## src/rtl/idxq_pkg.sv

```systemverilog
// ----------------------------------------------------------------------------
// Index allocator package
// Shared types and constants for the index allocator with reuse queue.
// ----------------------------------------------------------------------------
package idxq_pkg;

  localparam int INDEX_BITS_DEFAULT = 10;
  localparam int ARRAY_SIZE_W       = 11;
  localparam int STATUS_W           = 3;

  // Request mode carried on in_mode.
  localparam logic MODE_ALLOC   = 1'b0;
  localparam logic MODE_RELEASE = 1'b1;

  typedef enum logic [STATUS_W-1:0] {
    ST_OK              = 3'd0,
    ST_ARRAY_REACHED   = 3'd1,
    ST_SPACE_EXHAUSTED = 3'd2,
    ST_ALLOC_REFUSED   = 3'd3,
    ST_RELEASE_REFUSED = 3'd4
  } status_t;

  typedef enum logic {
    CORE_IDLE,
    CORE_EMIT
  } core_state_t;

  // Control strobes from the core to the queue memory.
  typedef struct packed {
    logic wr_en;
    logic rd_en;
  } mem_ctl_t;

endpackage

```

## src/rtl/idxq_core.sv

```systemverilog
// ----------------------------------------------------------------------------
// Index allocator core
// Queue pointers, counters, allocate and release decisions, result staging.
// ----------------------------------------------------------------------------
module idxq_core
  import idxq_pkg::*;
#(
  parameter int INDEX_BITS = INDEX_BITS_DEFAULT
) (
  input  logic                    clk,
  input  logic                    rst_n,
  input  logic                    cfg_wr_en,
  input  logic [ARRAY_SIZE_W-1:0] cfg_wr_data,
  input  logic                    in_valid,
  input  logic                    in_mode,
  input  logic [INDEX_BITS-1:0]   in_released_index,
  output logic                    in_stall,
  output mem_ctl_t                mem_ctl,
  output logic [INDEX_BITS-1:0]   mem_wr_addr,
  output logic [INDEX_BITS-1:0]   mem_wr_data,
  output logic [INDEX_BITS-1:0]   mem_rd_addr,
  input  logic [INDEX_BITS-1:0]   mem_rd_data,
  output logic                    emit_valid,
  input  logic                    emit_take,
  output logic [INDEX_BITS-1:0]   res_granted_index,
  output logic                    res_reused,
  output status_t                 res_status,
  output logic [INDEX_BITS:0]     res_active_count
);

  localparam int CNT_W = INDEX_BITS + 1;
  localparam int CMP_W = (CNT_W > ARRAY_SIZE_W) ? CNT_W : ARRAY_SIZE_W;
  localparam logic [CNT_W-1:0] SPACE = CNT_W'(1) << INDEX_BITS;

  core_state_t             state_r, state_nxt;
  logic [INDEX_BITS-1:0]   head_r, head_nxt;
  logic [INDEX_BITS-1:0]   tail_r, tail_nxt;
  logic [CNT_W-1:0]        fill_r, fill_nxt;
  logic [CNT_W-1:0]        fresh_r, fresh_nxt;
  logic [CNT_W-1:0]        count_r, count_nxt;
  logic [ARRAY_SIZE_W-1:0] array_size_r, array_size_nxt;
  logic [INDEX_BITS-1:0]   pend_idx_r, pend_idx_nxt;
  logic                    pend_reused_r, pend_reused_nxt;
  status_t                 pend_status_r, pend_status_nxt;
  logic [CNT_W-1:0]        pend_count_r, pend_count_nxt;

  logic             accept;
  logic [CNT_W-1:0] fresh_inc;

  assign accept    = in_valid && !in_stall;
  assign fresh_inc = fresh_r + CNT_W'(1);

  // Next state.
  always_comb begin
    state_nxt = state_r;
    unique case (state_r)
      CORE_IDLE: begin
        if (accept) begin
          state_nxt = CORE_EMIT;
        end
      end
      CORE_EMIT: begin
        if (emit_take) begin
          state_nxt = CORE_IDLE;
        end
      end
      default: state_nxt = CORE_IDLE;
    endcase
  end

  // State outputs.
  always_comb begin
    in_stall   = 1'b1;
    emit_valid = 1'b0;
    unique case (state_r)
      CORE_IDLE: in_stall   = 1'b0;
      CORE_EMIT: emit_valid = 1'b1;
      default: begin
        in_stall   = 1'b1;
        emit_valid = 1'b0;
      end
    endcase
  end

  // Allocate and release decisions; all counter updates happen in the
  // accepting cycle, only the reused index arrives in the cycle after.
  always_comb begin
    head_nxt        = head_r;
    tail_nxt        = tail_r;
    fill_nxt        = fill_r;
    fresh_nxt       = fresh_r;
    count_nxt       = count_r;
    array_size_nxt  = cfg_wr_en ? cfg_wr_data : array_size_r;
    pend_idx_nxt    = pend_idx_r;
    pend_reused_nxt = pend_reused_r;
    pend_status_nxt = pend_status_r;
    pend_count_nxt  = pend_count_r;
    mem_ctl         = '0;
    mem_wr_addr     = tail_r;
    mem_wr_data     = in_released_index;
    mem_rd_addr     = head_r;

    if (accept) begin
      pend_idx_nxt    = '0;
      pend_reused_nxt = 1'b0;
      pend_status_nxt = ST_OK;
      if (in_mode == MODE_ALLOC) begin
        if (fill_r != '0) begin
          mem_ctl.rd_en   = 1'b1;
          head_nxt        = head_r + INDEX_BITS'(1);
          fill_nxt        = fill_r - CNT_W'(1);
          count_nxt       = count_r + CNT_W'(1);
          pend_reused_nxt = 1'b1;
        end else if (fresh_r[INDEX_BITS]) begin
          pend_status_nxt = ST_ALLOC_REFUSED;
        end else begin
          pend_idx_nxt = fresh_r[INDEX_BITS-1:0];
          fresh_nxt    = fresh_inc;
          count_nxt    = count_r + CNT_W'(1);
          if (fresh_inc == SPACE) begin
            pend_status_nxt = ST_SPACE_EXHAUSTED;
          end else if ((array_size_r != '0) &&
                       (CMP_W'(fresh_inc) == CMP_W'(array_size_r))) begin
            pend_status_nxt = ST_ARRAY_REACHED;
          end
        end
      end else begin
        if ((count_r == '0) || fill_r[INDEX_BITS]) begin
          pend_status_nxt = ST_RELEASE_REFUSED;
        end else begin
          mem_ctl.wr_en = 1'b1;
          tail_nxt      = tail_r + INDEX_BITS'(1);
          fill_nxt      = fill_r + CNT_W'(1);
          count_nxt     = count_r - CNT_W'(1);
        end
      end
      pend_count_nxt = count_nxt;
    end
  end

  always_ff @(posedge clk) begin
    if (!rst_n) begin
      state_r      <= CORE_IDLE;
      head_r       <= '0;
      tail_r       <= '0;
      fill_r       <= '0;
      fresh_r      <= '0;
      count_r      <= '0;
      array_size_r <= '0;
    end else begin
      state_r      <= state_nxt;
      head_r       <= head_nxt;
      tail_r       <= tail_nxt;
      fill_r       <= fill_nxt;
      fresh_r      <= fresh_nxt;
      count_r      <= count_nxt;
      array_size_r <= array_size_nxt;
    end
  end

  always_ff @(posedge clk) begin
    pend_idx_r    <= pend_idx_nxt;
    pend_reused_r <= pend_reused_nxt;
    pend_status_r <= pend_status_nxt;
    pend_count_r  <= pend_count_nxt;
  end

  // The memory read data holds until the next read, which cannot start
  // before this result has been handed over.
  assign res_granted_index = pend_reused_r ? mem_rd_data : pend_idx_r;
  assign res_reused        = pend_reused_r;
  assign res_status        = pend_status_r;
  assign res_active_count  = pend_count_r;

endmodule

```

## config.mk

```make
export PLATFORM = sky130hd
export DESIGN_NAME = idxq_core
export DESIGN_NICKNAME = d
export VERILOG_FILES = /design/src/rtl/idxq_pkg.sv /design/src/rtl/idxq_core.sv
export SDC_FILE = /design/constraint.sdc
export NUM_CORES = 1
export LEC_CHECK = 0
export ABC_AREA = 0
export BUFFER_PORTS_ARGS = -buffer_cell sky130_fd_sc_hd__buf_2
export CORE_MARGIN = 2
export CORE_UTILIZATION = 56
export DETAILED_ROUTE_END_ITERATION = 10
export PLACE_DENSITY = 0.81
export RECOVER_POWER = 50
export SLEW_MARGIN = 40
export SYNTH_ARGS = -nofsm -noshare
export SYNTH_HDL_FRONTEND = slang
export SYNTH_SLANG_ARGS = --single-unit
```

## constraint.sdc

```tcl
create_clock -name clk -period 3.3 [get_ports clk]
set_clock_uncertainty 0.1 [all_clocks]
set_input_delay 0.825 -clock clk [delete_from_list [all_inputs] [get_ports clk]]
set_output_delay 0.825 -clock clk [all_outputs]
set_load 0.01 [all_outputs]
```

==> metrics.txt <==
sequential area share after synthesis 0.414; clock-pin slew on the worst setup and hold paths 80 ps; Non-Filler Instances 694; die height 98.0 µm; Via Count 4040; CTS H-tree depth 3; input/output buffers 75; total CTS buffers 9; dominant cells by area after synthesis dfxtp_1 (26%), edfxtp_1 (15%), xnor2_1 (5.8%); Buf+Inv Stages, Crit Path 2; die width 98.0 µm; Critical Path RT 2370 ps; final setup violation count 0; initial antenna violation count 0; Slew HR 0.0132; synthesis-to-layout area growth 10.1%; GP Congestion 0.902; Resized Gates After CTS 0; worst-path cell chain inv_1 > ha_1 > and4bb_2 > a32o_1 > nor3_4 > buf_2; CP Class flip-flop to output port; Setup crit end kind output port; Post-Syn Nets 576; first-pass GRT wire length 17500 µm; Gate Count Post-Synth 523; hold violation count in the final report 0; commonest cells in the netlist nor2_1 (66), dfxtp_1 (65), xnor2_1 (33); vias per cell 5.82; post-synth top area cell dfxtp_1; maximum root-to-sink buffer count 2; DIE AREA 9610 µm²; grt total ovfl 0; clock sinks 90; outcome completed; count leader, synth nor2_1; yosys warns 0; initial DRC count 298; layout cells sized above 1 0.147; Filler Cells Inserted 742; Final HPWL DP 7790 µm; Crit Path Max Fanout 8; post-synth top area share 0.263; # DRC 0; Worst VDD drop 0.211 mV; cell family with most CP delay flip-flops; Final ANT Viol Nets 0; drt pass-1 iters 5; Syn Std Cell Area 4950 µm²; vias in the first global route 3738; nets 634; #FFs+latches synth 90; Post-CTS Setup Inserts 0; CP Launch Type flip-flop; RSZ-0062 raised after global routing no; n_diodes 0; Netlist cell types 62; I/O pin count 96; slowest CP cell dfxtp_1; maximum clock rate 0.335 GHz; number of synthesized flops with an enable pin 25; total routed wirelength 10500 µm; Core Box Area 8640 µm²; P per Cell Area 500 nW/µm²; WL/cell 15.1 µm; min Tclk post-route 2990 ps; largest family of logic cells by synthesized area simple AND/OR/NAND/NOR gates; post-route setup slack 314 ps; All-Layer GR Usage 0.219; post-placement cell count 678; total negative slack 0 ps; Arrival @ worst endpoint 2060 ps; Hold WC Path Type flip-flop to flip-flop; Max stage delay on crit path 470 ps; worst skew pair latency 360 ps; Synth Area per Inst 9.47 µm²; CTS tree done; Initial Util 0.573; Compound-Gate Fraction of Synth Area 0.103; Least-Margin Pin Slew 1480 ps; Max-Cap Viols 0; Async SR Flop Fraction 0; largest net degree at the start of global routing 30; Adder-Cell Fraction of Synth Area 0.0420; Std-Cell Rows 34; dpl ws 195 ps; post-route clock period utilization 0.905; max-slew violations 0; mux cell area share after synthesis 0.0672; root buf cell clkbuf_8; leakage power 2.14 nW; XOR/XNOR Fraction of Synth Area 0.105; Primary FF master, synth dfxtp_1; Post-Synth Simple-Gate Area 0.215; total power 2.72 mW; CTS hold repair buffers 0
power by group:
part	total [mW]	switching (mW)	internal (mW)
combinational	0.716	0.401	0.315
clock	0.685	0.385	0.300
sequential	1.32	0.0926	1.23
layout by cell type (no fill, tap or decap), drive strengths merged, types with 2 or more instances in the layout:
cell	n
nor4	9
o21a	5
a2111oi	3
nor2	67
buf	48
a41oi	2
clkbuf	52
nand4	13
nor3	14
or3	13
and2	5
xor2	24
xnor2	33
o21ai	20
a211oi	5
mux2	10
edfxtp	25
mux2i	22
a21oi	25
and4	3
nand2	16
nand3	20
a31oi	5
dfxtp	65
nand2b	5
and3	23
o211ai	2
inv	17
ha	15
registers in the layout, indices dropped and copies added (netlist names), 10 cells and up:
| register | flops |
|---|---|
| array_size_r | 11 |
| count_r | 11 |
| pend_idx_r | 10 |
| mem_rd_addr | 10 |
| res_active_count | 11 |
| mem_wr_addr | 10 |
| fresh_r | 11 |
| fill_r | 11 |
logic make-up after synthesis:
kind of cell	Yosys count
XOR/XNOR	58
buffers and inverters	54
adder cells (fa/ha/maj)	16
AND/OR/NAND/NOR	195
flip-flops	90
AO/OA/AOI/OAI	78
multiplexers	32
through the flow:
step                utilization  area, µm²  hold slack [ps]
floorplan                     -       4950              367
global placement          0.619       5350              379
detailed placement        0.619       5350              394
CTS                       0.639       5520              407
global route              0.631       5450              427
finish                    0.631       5450              408
tightest hold or removal path, cell delays in order, from the launching register on:
cell	delay [ps]
dfxtp_1	330
nand2b_1	80
a21oi_1	60
routing by layer:
layer | track usage | vias to the layer above | wire [µm]
li1 | - | 1977 | -
met1 | 0.284 | 1895 | 4540
met2 | 0.364 | 148 | 5110
met3 | 0.0437 | 20 | 663
met4 | 0.0844 | 0 | 156
met5 | 0 | - | 0
worst paths after layout:
kind	start	endpoint	slack [ps]	cells after the start
max	count_r[0]	mem_ctl[1]	310	6
min	state_r	state_r	410	2
max reg2reg	fill_r[10]	mem_rd_addr[5]	530	7
min reg2reg	state_r	state_r	410	2
layout make-up:
type	instances	area [µm²]	area share
tap	108	135	0.0248
clock inverter	5	33.8	0.00620
inverter	12	45.0	0.00826
clock buffer	11	141	0.0259
timing repair buffer	89	419	0.0769
multi-input combinational	379	2630	0.482
sequential	90	2050	0.376
Power figures use the tool's default switching activity.
